--- config.mk ---
export PLATFORM = sky130hd
export DESIGN_NAME = midi_note_gate_timers
export DESIGN_NICKNAME = d
export VERILOG_FILES = /design/src/design/mngt_pkg.sv /design/src/design/midi_note_gate_timers.sv /design/src/design/mngt_front.sv /design/src/design/mngt_queue.sv /design/src/design/mngt_back.sv
export VERILOG_INCLUDE_DIRS = /design/src /design/src/design
export SDC_FILE = /design/constraint.sdc
export NUM_CORES = 2
export LEC_CHECK = 0
export BUFFER_PORTS_ARGS = -buffer_cell sky130_fd_sc_hd__clkbuf_2
export CELL_PAD_IN_SITES_DETAIL_PLACEMENT = 0
export CELL_PAD_IN_SITES_GLOBAL_PLACEMENT = 1
export CORE_ASPECT_RATIO = 0.7
export CORE_MARGIN = 8
export CORE_UTILIZATION = 40
export CTS_CLUSTER_SIZE = 8
export DETAILED_ROUTE_END_ITERATION = 12
export PLACE_DENSITY_LB_ADDON = 0.3
export SLEW_MARGIN = 5
export SYNTH_ARGS = -nofsm -noshare
export SYNTH_HDL_FRONTEND = slang
export SYNTH_SLANG_ARGS = --single-unit
--- constraint.sdc ---
create_clock -name clock -period 34.4 [get_ports clock]
set_clock_uncertainty 0.15 [all_clocks]
set_input_delay 1.72 -clock clock [delete_from_list [all_inputs] [get_ports clock]]
set_output_delay 1.72 -clock clock [all_outputs]
set_load 0.01 [all_outputs]
--- src/design/midi_note_gate_timers_macros.svh ---
// ----------------------------------------------------------------------------
// MIDI note gate timers: assertion macros
// Concurrent check helpers; define NO_ASSERTIONS to compile them away.
// ----------------------------------------------------------------------------
`ifndef MIDI_NOTE_GATE_TIMERS_MACROS_SVH
`define MIDI_NOTE_GATE_TIMERS_MACROS_SVH

`ifndef NO_ASSERTIONS

// Same-cycle implication.
`define MNGT_ASSERT_IMPLY(label, clk, rst, ante, cons, msg) \
   label: assert property (@(posedge clk) disable iff (rst) (ante) |-> (cons)) \
      else $error(msg);

// Next-cycle implication.
`define MNGT_ASSERT_NEXT(label, clk, rst, ante, cons, msg) \
   label: assert property (@(posedge clk) disable iff (rst) (ante) |=> (cons)) \
      else $error(msg);

`else

`define MNGT_ASSERT_IMPLY(label, clk, rst, ante, cons, msg)

`define MNGT_ASSERT_NEXT(label, clk, rst, ante, cons, msg)

`endif

`endif

--- src/design/mngt_pkg.sv ---
// ----------------------------------------------------------------------------
// MIDI note gate timers: package
// Shared widths, codes and the command type passed from front to back.
// ----------------------------------------------------------------------------
`timescale 1ns / 1ps

package mngt_pkg;

   localparam int NOTE_COUNT_DEF  = 128;
   localparam int TIME_BITS_DEF   = 24;
   localparam int QUEUE_DEPTH_DEF = 2;

   localparam int NOTE_FIELD_BITS = 7;
   localparam int DURATION_BITS   = 24;
   localparam int ELAPSED_BITS    = 16;
   localparam int CMD_TIME_BITS   = 32;
   localparam int MASK_BITS       = 64;
   localparam int MASK_TOTAL      = 2 * MASK_BITS;

   localparam logic [6:0] NOTE_VELOCITY = 7'd100;

   localparam logic ACTION_PLAY  = 1'b0;
   localparam logic ACTION_TICK  = 1'b1;
   localparam logic KIND_NOTE_ON = 1'b0;
   localparam logic KIND_MASK    = 1'b1;
   localparam logic BANK_LOW     = 1'b0;
   localparam logic BANK_HIGH    = 1'b1;

   typedef struct packed {
      logic                       is_tick;
      logic [NOTE_FIELD_BITS-1:0] note;
      logic [CMD_TIME_BITS-1:0]   duration;  // already clamped to the timer width
      logic [ELAPSED_BITS-1:0]    elapsed;
   } cmd_type;

endpackage

--- src/design/midi_note_gate_timers.sv ---
// A play item passes the front register and the queue; the engine then reads its
// timer (PLAY_RD, PLAY_EX) and registers a note-on if the note was silent. A tick item
// sweeps the timer memory one note per cycle (one read and one write port), then sends
// its low and high bank masks. The engine works on one item at a time; a short queue
// lets new items enter meanwhile.
// Reset (synchronous, active high) silences every note at once via per-note valid bits.
// ----------------------------------------------------------------------------
// MIDI note gate timers
// Per-note remaining-time counters: plays start notes, ticks report expiries.
// ----------------------------------------------------------------------------
`timescale 1ns / 1ps
`include "midi_note_gate_timers_macros.svh"

module midi_note_gate_timers
   import mngt_pkg::*;
#(
   parameter int NOTE_COUNT  = NOTE_COUNT_DEF,
   parameter int TIME_BITS   = TIME_BITS_DEF,
   parameter int QUEUE_DEPTH = QUEUE_DEPTH_DEF
) (
   input  logic                       clock,
   input  logic                       reset,
   // request items
   input  logic                       req_valid,
   output logic                       req_ready,
   input  logic                       req_action,
   input  logic [NOTE_FIELD_BITS-1:0] req_note,
   input  logic [DURATION_BITS-1:0]   req_duration,
   input  logic [ELAPSED_BITS-1:0]    req_elapsed,
   // result items
   output logic                       rsp_valid,
   input  logic                       rsp_ready,
   output logic                       rsp_kind,
   output logic [NOTE_FIELD_BITS-1:0] rsp_note_number,
   output logic [6:0]                 rsp_velocity,
   output logic                       rsp_bank,
   output logic [MASK_BITS-1:0]       rsp_expired_mask,
   output logic                       rsp_last
);

   // Front end: register stage that drops plays for notes outside the
   // table and clamps the duration to the timer width.
   logic    front_valid, front_ready;
   cmd_type front_cmd;

   // Queue output toward the timer engine.
   logic    eng_valid, eng_ready;
   cmd_type eng_cmd;

   mngt_front #(
      .NOTE_COUNT (NOTE_COUNT),
      .TIME_BITS  (TIME_BITS)
   ) u_front (
      .clock        (clock),
      .reset        (reset),
      .req_valid    (req_valid),
      .req_ready    (req_ready),
      .req_action   (req_action),
      .req_note     (req_note),
      .req_duration (req_duration),
      .req_elapsed  (req_elapsed),
      .cmd_valid    (front_valid),
      .cmd_ready    (front_ready),
      .cmd          (front_cmd)
   );

   mngt_queue #(
      .QUEUE_DEPTH (QUEUE_DEPTH)
   ) u_queue (
      .clock      (clock),
      .reset      (reset),
      .push_valid (front_valid),
      .push_ready (front_ready),
      .push_cmd   (front_cmd),
      .pop_valid  (eng_valid),
      .pop_ready  (eng_ready),
      .pop_cmd    (eng_cmd)
   );

   // Timer engine: one command at a time. A play reads its note's timer,
   // emits a note-on if it was zero and raises it to the duration. A tick
   // pipelines read of note i with write-back of note i-1, collects the
   // expiry bits, then sends the low and high bank masks in order.
   mngt_back #(
      .NOTE_COUNT (NOTE_COUNT),
      .TIME_BITS  (TIME_BITS)
   ) u_back (
      .clock            (clock),
      .reset            (reset),
      .cmd_valid        (eng_valid),
      .cmd_ready        (eng_ready),
      .cmd              (eng_cmd),
      .rsp_valid        (rsp_valid),
      .rsp_ready        (rsp_ready),
      .rsp_kind         (rsp_kind),
      .rsp_note_number  (rsp_note_number),
      .rsp_velocity     (rsp_velocity),
      .rsp_bank         (rsp_bank),
      .rsp_expired_mask (rsp_expired_mask),
      .rsp_last         (rsp_last)
   );

   // A note-on always carries the fixed velocity, no mask, and ends its item.
   `MNGT_ASSERT_IMPLY(a_note_on_form, clock, reset,
      rsp_valid && (rsp_kind == KIND_NOTE_ON),
      (rsp_velocity == NOTE_VELOCITY) && rsp_last && (rsp_expired_mask == '0),
      "note-on item malformed")
   // Only the high bank mask closes a tick.
   `MNGT_ASSERT_IMPLY(a_mask_last, clock, reset,
      rsp_valid && (rsp_kind == KIND_MASK),
      rsp_last == rsp_bank,
      "mask item last flag wrong")
   // The high bank follows the low bank straight away.
   `MNGT_ASSERT_NEXT(a_bank_order, clock, reset,
      rsp_valid && rsp_ready && (rsp_kind == KIND_MASK) && (rsp_bank == BANK_LOW),
      rsp_valid && (rsp_kind == KIND_MASK) && (rsp_bank == BANK_HIGH),
      "high bank mask did not follow low bank")

endmodule

--- src/design/mngt_front.sv ---
// ----------------------------------------------------------------------------
// MIDI note gate timers: front end
// Accepts request items, drops out-of-range plays, clamps durations.
// ----------------------------------------------------------------------------
`timescale 1ns / 1ps

module mngt_front
   import mngt_pkg::*;
#(
   parameter int NOTE_COUNT = NOTE_COUNT_DEF,
   parameter int TIME_BITS  = TIME_BITS_DEF
) (
   input  logic                       clock,
   input  logic                       reset,
   input  logic                       req_valid,
   output logic                       req_ready,
   input  logic                       req_action,
   input  logic [NOTE_FIELD_BITS-1:0] req_note,
   input  logic [DURATION_BITS-1:0]   req_duration,
   input  logic [ELAPSED_BITS-1:0]    req_elapsed,
   output logic                       cmd_valid,
   input  logic                       cmd_ready,
   output cmd_type                    cmd
);

   localparam int NW1   = NOTE_FIELD_BITS + 1;
   localparam int SAT_W = (TIME_BITS > DURATION_BITS) ? TIME_BITS : DURATION_BITS;

   logic             vld_ff, vld_in;
   cmd_type          cmd_ff, cmd_in;
   logic             accept, keep, in_range;
   logic [SAT_W-1:0] dur_ext, tmax_ext, dur_sat;

   assign req_ready = !vld_ff || cmd_ready;
   assign accept    = req_valid && req_ready;
   assign in_range  = NW1'(req_note) < NW1'(NOTE_COUNT);
   assign keep      = (req_action == ACTION_TICK) || in_range;

   assign dur_ext  = SAT_W'(req_duration);
   assign tmax_ext = SAT_W'({TIME_BITS{1'b1}});
   assign dur_sat  = (dur_ext > tmax_ext) ? tmax_ext : dur_ext;

   always_comb begin
      vld_in = vld_ff;
      cmd_in = cmd_ff;
      if (accept) begin
         vld_in           = keep;
         cmd_in.is_tick   = (req_action == ACTION_TICK);
         cmd_in.note      = req_note;
         cmd_in.duration  = CMD_TIME_BITS'(dur_sat);
         cmd_in.elapsed   = req_elapsed;
      end else if (cmd_ready) begin
         vld_in = 1'b0;
      end
   end

   always_ff @(posedge clock) begin
      if (reset) begin
         vld_ff <= 1'b0;
      end else begin
         vld_ff <= vld_in;
      end
   end

   always_ff @(posedge clock) begin
      cmd_ff <= cmd_in;
   end

   assign cmd_valid = vld_ff;
   assign cmd       = cmd_ff;

endmodule

--- src/design/mngt_queue.sv ---
// ----------------------------------------------------------------------------
// MIDI note gate timers: command queue
// Small FIFO that decouples the front end from the timer engine.
// ----------------------------------------------------------------------------
`timescale 1ns / 1ps

module mngt_queue
   import mngt_pkg::*;
#(
   parameter int QUEUE_DEPTH = QUEUE_DEPTH_DEF
) (
   input  logic    clock,
   input  logic    reset,
   input  logic    push_valid,
   output logic    push_ready,
   input  cmd_type push_cmd,
   output logic    pop_valid,
   input  logic    pop_ready,
   output cmd_type pop_cmd
);

   localparam int PTR_W = (QUEUE_DEPTH > 1) ? $clog2(QUEUE_DEPTH) : 1;
   localparam int CNT_W = $clog2(QUEUE_DEPTH + 1);

   cmd_type          q_data_ff [QUEUE_DEPTH];
   logic [PTR_W-1:0] wr_ptr_ff, wr_ptr_in, rd_ptr_ff, rd_ptr_in;
   logic [CNT_W-1:0] count_ff, count_in;
   logic             do_push, do_pop;

   assign push_ready = (count_ff != CNT_W'(QUEUE_DEPTH));
   assign pop_valid  = (count_ff != '0);
   assign pop_cmd    = q_data_ff[rd_ptr_ff];
   assign do_push    = push_valid && push_ready;
   assign do_pop     = pop_valid && pop_ready;

   always_comb begin
      wr_ptr_in = wr_ptr_ff;
      rd_ptr_in = rd_ptr_ff;
      count_in  = count_ff;
      if (do_push) begin
         wr_ptr_in = (wr_ptr_ff == PTR_W'(QUEUE_DEPTH - 1)) ? '0 : wr_ptr_ff + 1'b1;
      end
      if (do_pop) begin
         rd_ptr_in = (rd_ptr_ff == PTR_W'(QUEUE_DEPTH - 1)) ? '0 : rd_ptr_ff + 1'b1;
      end
      if (do_push && !do_pop) begin
         count_in = count_ff + 1'b1;
      end else if (do_pop && !do_push) begin
         count_in = count_ff - 1'b1;
      end
   end

   always_ff @(posedge clock) begin
      if (reset) begin
         wr_ptr_ff <= '0;
         rd_ptr_ff <= '0;
         count_ff  <= '0;
      end else begin
         wr_ptr_ff <= wr_ptr_in;
         rd_ptr_ff <= rd_ptr_in;
         count_ff  <= count_in;
      end
   end

   always_ff @(posedge clock) begin
      if (do_push) begin
         q_data_ff[wr_ptr_ff] <= push_cmd;
      end
   end

endmodule

--- src/design/mngt_back.sv ---
// ----------------------------------------------------------------------------
// MIDI note gate timers: timer engine
// Holds the per-note timer memory, runs plays and tick sweeps, drives results.
// ----------------------------------------------------------------------------
`timescale 1ns / 1ps

module mngt_back
   import mngt_pkg::*;
#(
   parameter int NOTE_COUNT = NOTE_COUNT_DEF,
   parameter int TIME_BITS  = TIME_BITS_DEF
) (
   input  logic                       clock,
   input  logic                       reset,
   input  logic                       cmd_valid,
   output logic                       cmd_ready,
   input  cmd_type                    cmd,
   output logic                       rsp_valid,
   input  logic                       rsp_ready,
   output logic                       rsp_kind,
   output logic [NOTE_FIELD_BITS-1:0] rsp_note_number,
   output logic [6:0]                 rsp_velocity,
   output logic                       rsp_bank,
   output logic [MASK_BITS-1:0]       rsp_expired_mask,
   output logic                       rsp_last
);

   localparam int NOTE_W = $clog2(NOTE_COUNT);
   localparam int CMP_W  = (TIME_BITS > ELAPSED_BITS) ? TIME_BITS : ELAPSED_BITS;

   typedef enum logic [5:0] {
      ST_IDLE    = 6'b000001,
      ST_PLAY_RD = 6'b000010,
      ST_PLAY_EX = 6'b000100,
      ST_SWEEP   = 6'b001000,
      ST_BANK_LO = 6'b010000,
      ST_BANK_HI = 6'b100000
   } state_type;

   state_type state_ff, state_in;
   cmd_type   cmd_ff, cmd_in;

   logic [NOTE_W-1:0]     cnt_ff, cnt_in;
   logic [NOTE_W-1:0]     wr_idx_ff, wr_idx_in;
   logic                  rd_done_ff, rd_done_in;
   logic                  pend_ff, pend_in;
   logic [MASK_TOTAL-1:0] mask_ff, mask_in;

   // timer store: memory plus a valid bit per note so reset reads as zero
   logic [TIME_BITS-1:0]  timer_mem [NOTE_COUNT];
   logic [NOTE_COUNT-1:0] vld_ff;
   logic [TIME_BITS-1:0]  rd_data_ff;
   logic                  rd_vld_ff;
   logic [NOTE_W-1:0]     rd_addr, wr_addr;
   logic                  wr_en;
   logic [TIME_BITS-1:0]  wr_data;

   logic [TIME_BITS-1:0] timer_cur, dur_t, tick_new;
   logic [CMP_W-1:0]     t_ext, e_ext;
   logic                 expired;
   logic [NOTE_W-1:0]    note_idx;

   // result register
   logic                       out_vld_ff, out_vld_in, out_load, out_free;
   logic                       out_kind_ff, out_kind_in;
   logic [NOTE_FIELD_BITS-1:0] out_note_ff, out_note_in;
   logic [6:0]                 out_vel_ff, out_vel_in;
   logic                       out_bank_ff, out_bank_in;
   logic [MASK_BITS-1:0]       out_mask_ff, out_mask_in;
   logic                       out_last_ff, out_last_in;

   assign out_free  = !out_vld_ff || rsp_ready;
   assign timer_cur = rd_vld_ff ? rd_data_ff : '0;
   assign dur_t     = cmd_ff.duration[TIME_BITS-1:0];
   assign note_idx  = cmd_ff.note[NOTE_W-1:0];
   assign t_ext     = CMP_W'(timer_cur);
   assign e_ext     = CMP_W'(cmd_ff.elapsed);
   assign tick_new  = (t_ext > e_ext) ? TIME_BITS'(t_ext - e_ext) : '0;
   assign expired   = (timer_cur != '0) && (t_ext <= e_ext);

   always_comb begin
      state_in    = state_ff;
      cmd_in      = cmd_ff;
      cnt_in      = cnt_ff;
      wr_idx_in   = wr_idx_ff;
      rd_done_in  = rd_done_ff;
      pend_in     = pend_ff;
      mask_in     = mask_ff;
      rd_addr     = cnt_ff;
      wr_en       = 1'b0;
      wr_addr     = wr_idx_ff;
      wr_data     = tick_new;
      cmd_ready   = 1'b0;
      out_load    = 1'b0;
      out_kind_in = KIND_MASK;
      out_note_in = '0;
      out_vel_in  = '0;
      out_bank_in = BANK_LOW;
      out_mask_in = '0;
      out_last_in = 1'b0;

      unique case (state_ff)
         ST_IDLE: begin
            cmd_ready = 1'b1;
            if (cmd_valid) begin
               cmd_in = cmd;
               if (cmd.is_tick) begin
                  state_in   = ST_SWEEP;
                  cnt_in     = '0;
                  rd_done_in = 1'b0;
                  pend_in    = 1'b0;
                  mask_in    = '0;
               end else begin
                  state_in = ST_PLAY_RD;
               end
            end
         end
         ST_PLAY_RD: begin
            rd_addr  = note_idx;
            state_in = ST_PLAY_EX;
         end
         ST_PLAY_EX: begin
            // keep re-reading the same entry while the result slot is busy
            rd_addr = note_idx;
            if (out_free) begin
               wr_en   = (timer_cur < dur_t);
               wr_addr = note_idx;
               wr_data = dur_t;
               if (timer_cur == '0) begin
                  out_load    = 1'b1;
                  out_kind_in = KIND_NOTE_ON;
                  out_note_in = cmd_ff.note;
                  out_vel_in  = NOTE_VELOCITY;
                  out_last_in = 1'b1;
               end
               state_in = ST_IDLE;
            end
         end
         ST_SWEEP: begin
            // read note i while writing back note i-1
            if (pend_ff) begin
               wr_en = 1'b1;
               if (expired) begin
                  mask_in[NOTE_FIELD_BITS'(wr_idx_ff)] = 1'b1;
               end
            end
            if (!rd_done_ff) begin
               pend_in   = 1'b1;
               wr_idx_in = cnt_ff;
               if (cnt_ff == NOTE_W'(NOTE_COUNT - 1)) begin
                  rd_done_in = 1'b1;
               end else begin
                  cnt_in = cnt_ff + 1'b1;
               end
            end else begin
               pend_in = 1'b0;
               if (!pend_ff) begin
                  state_in = ST_BANK_LO;
               end
            end
         end
         ST_BANK_LO: begin
            if (out_free) begin
               out_load    = 1'b1;
               out_bank_in = BANK_LOW;
               out_mask_in = mask_ff[MASK_BITS-1:0];
               state_in    = ST_BANK_HI;
            end
         end
         ST_BANK_HI: begin
            if (out_free) begin
               out_load    = 1'b1;
               out_bank_in = BANK_HIGH;
               out_mask_in = mask_ff[MASK_TOTAL-1:MASK_BITS];
               out_last_in = 1'b1;
               state_in    = ST_IDLE;
            end
         end
         default: begin
            state_in = ST_IDLE;
         end
      endcase
   end

   always_comb begin
      out_vld_in = out_vld_ff;
      if (out_load) begin
         out_vld_in = 1'b1;
      end else if (rsp_ready) begin
         out_vld_in = 1'b0;
      end
   end

   always_ff @(posedge clock) begin
      if (reset) begin
         state_ff   <= ST_IDLE;
         rd_done_ff <= 1'b0;
         pend_ff    <= 1'b0;
         out_vld_ff <= 1'b0;
         vld_ff     <= '0;
      end else begin
         state_ff   <= state_in;
         rd_done_ff <= rd_done_in;
         pend_ff    <= pend_in;
         out_vld_ff <= out_vld_in;
         if (wr_en) begin
            vld_ff[wr_addr] <= 1'b1;
         end
      end
   end

   always_ff @(posedge clock) begin
      cmd_ff     <= cmd_in;
      cnt_ff     <= cnt_in;
      wr_idx_ff  <= wr_idx_in;
      mask_ff    <= mask_in;
      rd_vld_ff  <= vld_ff[rd_addr];
      if (out_load) begin
         out_kind_ff <= out_kind_in;
         out_note_ff <= out_note_in;
         out_vel_ff  <= out_vel_in;
         out_bank_ff <= out_bank_in;
         out_mask_ff <= out_mask_in;
         out_last_ff <= out_last_in;
      end
   end

   always_ff @(posedge clock) begin
      rd_data_ff <= timer_mem[rd_addr];
      if (wr_en) begin
         timer_mem[wr_addr] <= wr_data;
      end
   end

   assign rsp_valid        = out_vld_ff;
   assign rsp_kind         = out_kind_ff;
   assign rsp_note_number  = out_note_ff;
   assign rsp_velocity     = out_vel_ff;
   assign rsp_bank         = out_bank_ff;
   assign rsp_expired_mask = out_mask_ff;
   assign rsp_last         = out_last_ff;

endmodule

==> flow_summary_export.csv <==
group,metric,value,unit
status,outcome,"finished with violations",
status,violations,"max-capacitance violations, max-slew violations",
critical_path,crit_path_end,"u_back.rd_data_ff[18]",
critical_path,path_delay_family,"buffers and inverters",
critical_path,crit_top_cell,"buf_4",
clock_network,htree_levels,6,
power,p_per_area,98.7,nW/um^2
drt,routedWlPerCell,32.2,um
critical_path,crit_fanout,121,
timing,finalCriticalPeriod,7.28,ns
floorplan,fp.dieH,519,um
cells_and_area,final_core_util,46.7,%
synth,synth_edf_count,3480,
critical_path,r2r_end,"u_back.rd_data_ff[18]",
drt,drtIter0Drc,14500,
placed_design,dp_worst_setup_slack,27.28,ns
floorplan,design.portCount,135,
timing,rsz0062_at_grt,"false",
synth,synth_seq_cells,3648,
synth,synthFlopType,"edfxtp_1",
critical_path,rr_startpoint,"u_back.state_ff[5]",
power,internal_power,10.5,mW
placed_design,gp_congestion,0.871,
cells_and_area,final_area,168000,um^2
synth,yosys_warnings,0,
floorplan,coreArea,360000,um^2
power,leakage,56.4,nW
clock_network,cts_tree,"done",
floorplan,die_w,735,um
timing,holdWs,0.293,ns
placed_design,dp_hpwl,280,mm
power,p_switching,6.04,mW
clock_network,clk_pin_slew,0.05,ns
critical_path,end_kind,"register",
timing,fmax,0.137,GHz
synth,synthTopCellsByArea,"edfxtp_1, nand2_1, mux2i_1",
synth,synth.avg_cell_area,14.5,um^2
drt,drt-total-wl,496,mm
timing,setup_tns,0,ns
critical_path,crit_path_top_delay_cell,"nor2_1",
clock_network,clock-sinks,3648,
drt,ant_nets,0,
critical_path,path_cells,"nor4_2 -> a21oi_2 -> buf_4 -> nor2_4 -> buf_4 -> buf_12 -> buf_4 -> buf_12 -> mux4_2 -> a211oi_1 -> nor2_1 -> nor2_1 -> o211ai_1",
clock_network,cts_resized,0,
timing,slew_viol_final,2,
placed_design,dp_cells,14700,
critical_path,r2r_slack,27.12,ns
placed_design,placed_cell_area,153000,um^2
global_route,grt_pass1_vias,88600,
synth,synth_area,145000,um^2
power,seqPwrFrac,41.2,%
clock_network,insertion_delay,0.95,ns
power,comb_power_share,30.3,%
global_route,grt_pass1_wl,688,mm
timing,tightest_slew,1.51,ns
power,clkPwrFrac,28.6,%
critical_path,cp.required,35.01,ns
floorplan,placementRows,184,
synth,synth_common_cells,"edfxtp_1, nand2_1, a21oi_1",
timing,period_share,21.2,%
global_route,antenna_found_initial,39,
power,power.total,16.6,mW
floorplan,start_util,40.2,%
cells_and_area,fill_cells,30900,
timing,finalWorstSetupSlack,27.12,ns
timing,relSlewSlack,-1.62,%
synth,synth.most_common_cell,"edfxtp_1",
global_route,grt.overflow.total,0,
critical_path,cp_slowest_stage_delay,1.07,ns
cells_and_area,final_cells,15400,
critical_path,cp.arrival,7.89,ns
synth,synth_cells,9963,
synth,synth_cell_types,87,
synth,async_flop_share,0,%
clock_network,cts-root-buf,"clkbuf_16",
cells_and_area,multi_input_area,34600,um^2
placed_design,portBuffers,130,
floorplan,die-area,382000,um^2
clock_network,cts_setup_buffers,0,
clock_network,cts_hold_buffers,0,
drt,drt_first_pass_iters,8,
clock_network,numCtsBuffers,530,
critical_path,ff2ff_path_depth,13,
critical_path,worstSetupPathType,"reg -> reg",
drt,drc_errors,0,
clock_network,clockBufferDepth,4,
cells_and_area,area_growth_syn_to_layout,16.0,%
timing,hold_viol,0,
critical_path,path_depth,13,
synth,synth_top_area_share,72.2,%
cells_and_area,layout.area.seq,108000,um^2
timing,setup_violations,0,
power,switching_share,36.5,%
critical_path,crit_path_start,"u_back.state_ff[5]",
global_route,grt_max_degree,126,
hold_path,hold_path.class,"reg -> reg",
run,maxCapViolations,2,
critical_path,critPathLaunchType,"register",
synth,synth_seq_area_share,74.5,%
critical_path,cp_num_buf_inv,5,
cells_and_area,nets,10400,
drt,vias,93300,
synth,yosysTopAreaCell,"edfxtp_1",
global_route,track_usage,25.0,%
drt,routed_via_density,6.06,
power,ir_drop,0.000184,V
cells_and_area,drive_gt1_share,14.8,%
==> sequential cells by signal (all words and copies together), names as in the netlist, 24 cells and up, named ones only <==
signal and count:
u_back.rsp_expired_mask 64, u_queue.q_data_ff 96, u_back.timer_mem 3072, u_front.cmd 48
u_back.mask_ff 128, u_back.vld_ff 128, u_back.rd_data_ff 24, u_back.cmd_ff 40
==> worst min path at each step <==
| stage | start | to | slack [ns] | depth (start not counted) |
|---|---|---|---|---|
| 2_1_floorplan | u_front.cmd[0] | u_queue.q_data_ff[0][0] | 0.27 | 0 |
| 3_3_place_gp | u_front.cmd[14] | u_queue.q_data_ff[1][14] | 0.28 | 0 |
| 3_5_place_dp | u_front.cmd[34] | u_queue.q_data_ff[1][34] | 0.28 | 0 |
| 4_1_cts | u_front.cmd[34] | u_queue.q_data_ff[1][34] | 0.29 | 0 |
| 5_1_grt | u_front.cmd[20] | u_queue.q_data_ff[1][20] | 0.30 | 0 |
| 6_report | u_front.cmd[34] | u_queue.q_data_ff[1][34] | 0.29 | 0 |
==> metal layers <==
metal / wire length, um / share of wire [%] / track usage, % / vias up
met5: 129 / 0.026 / 0 / -
met4: 16000 / 3.2 / 7.73 / 20
met3: 65800 / 13 / 7.42 / 869
met2: 208000 / 42 / 35.4 / 5952
met1: 206000 / 42 / 36.8 / 47700
li1: - / - / - / 38700
==> layout by cell type (no fill, tap or decap), types with 182 or more instances in the layout <==
| master | n |
|---|---|
| nand3_1 | 266 |
| nand2_1 | 1669 |
| nor2_1 | 274 |
| o22ai_1 | 207 |
| edfxtp_1 | 3480 |
| clkbuf_16 | 551 |
| buf_4 | 353 |
| mux2i_1 | 543 |
| inv_1 | 182 |
| a21oi_1 | 791 |
==> kinds of logic after synthesis <==
logic type               after synthesis  share of synthesized area (%)
XOR/XNOR                              33                          0.210
flip-flops                          3648                           74.5
AND/OR/NAND/NOR                     2839                           8.39
buffers and inverters                843                           2.57
multiplexers                         729                           5.93
other                                  1                        0.00259
AO/OA/AOI/OAI                       1831                           8.02
adder cells (fa/ha/maj)               39                          0.341
==> power groups by stage <==
stage / sequential, mW / combinational [mW] / clock [mW]
floorplan: 7.20 / 2.38 / 0
finish: 6.81 / 5.02 / 4.73
CTS: 6.81 / 4.91 / 4.78
global route: 6.82 / 5.20 / 4.96
detailed placement: 6.89 / 4.90 / 0
global placement: 6.88 / 4.74 / 0
==> final cells by class <==
type                            instances  share of cell area, %
Multi-Input combinational cell       5475                   20.6
Timing Repair Buffer                  518                   2.32
Sequential cell                      3648                   64.3
Clock inverter                         35                  0.280
Clock buffer                          676                   8.49
Tap cell                             4836                   3.61
Antenna cell                           11                 0.0164
Inverter                              182                  0.407
Power figures use the tool's default switching activity.
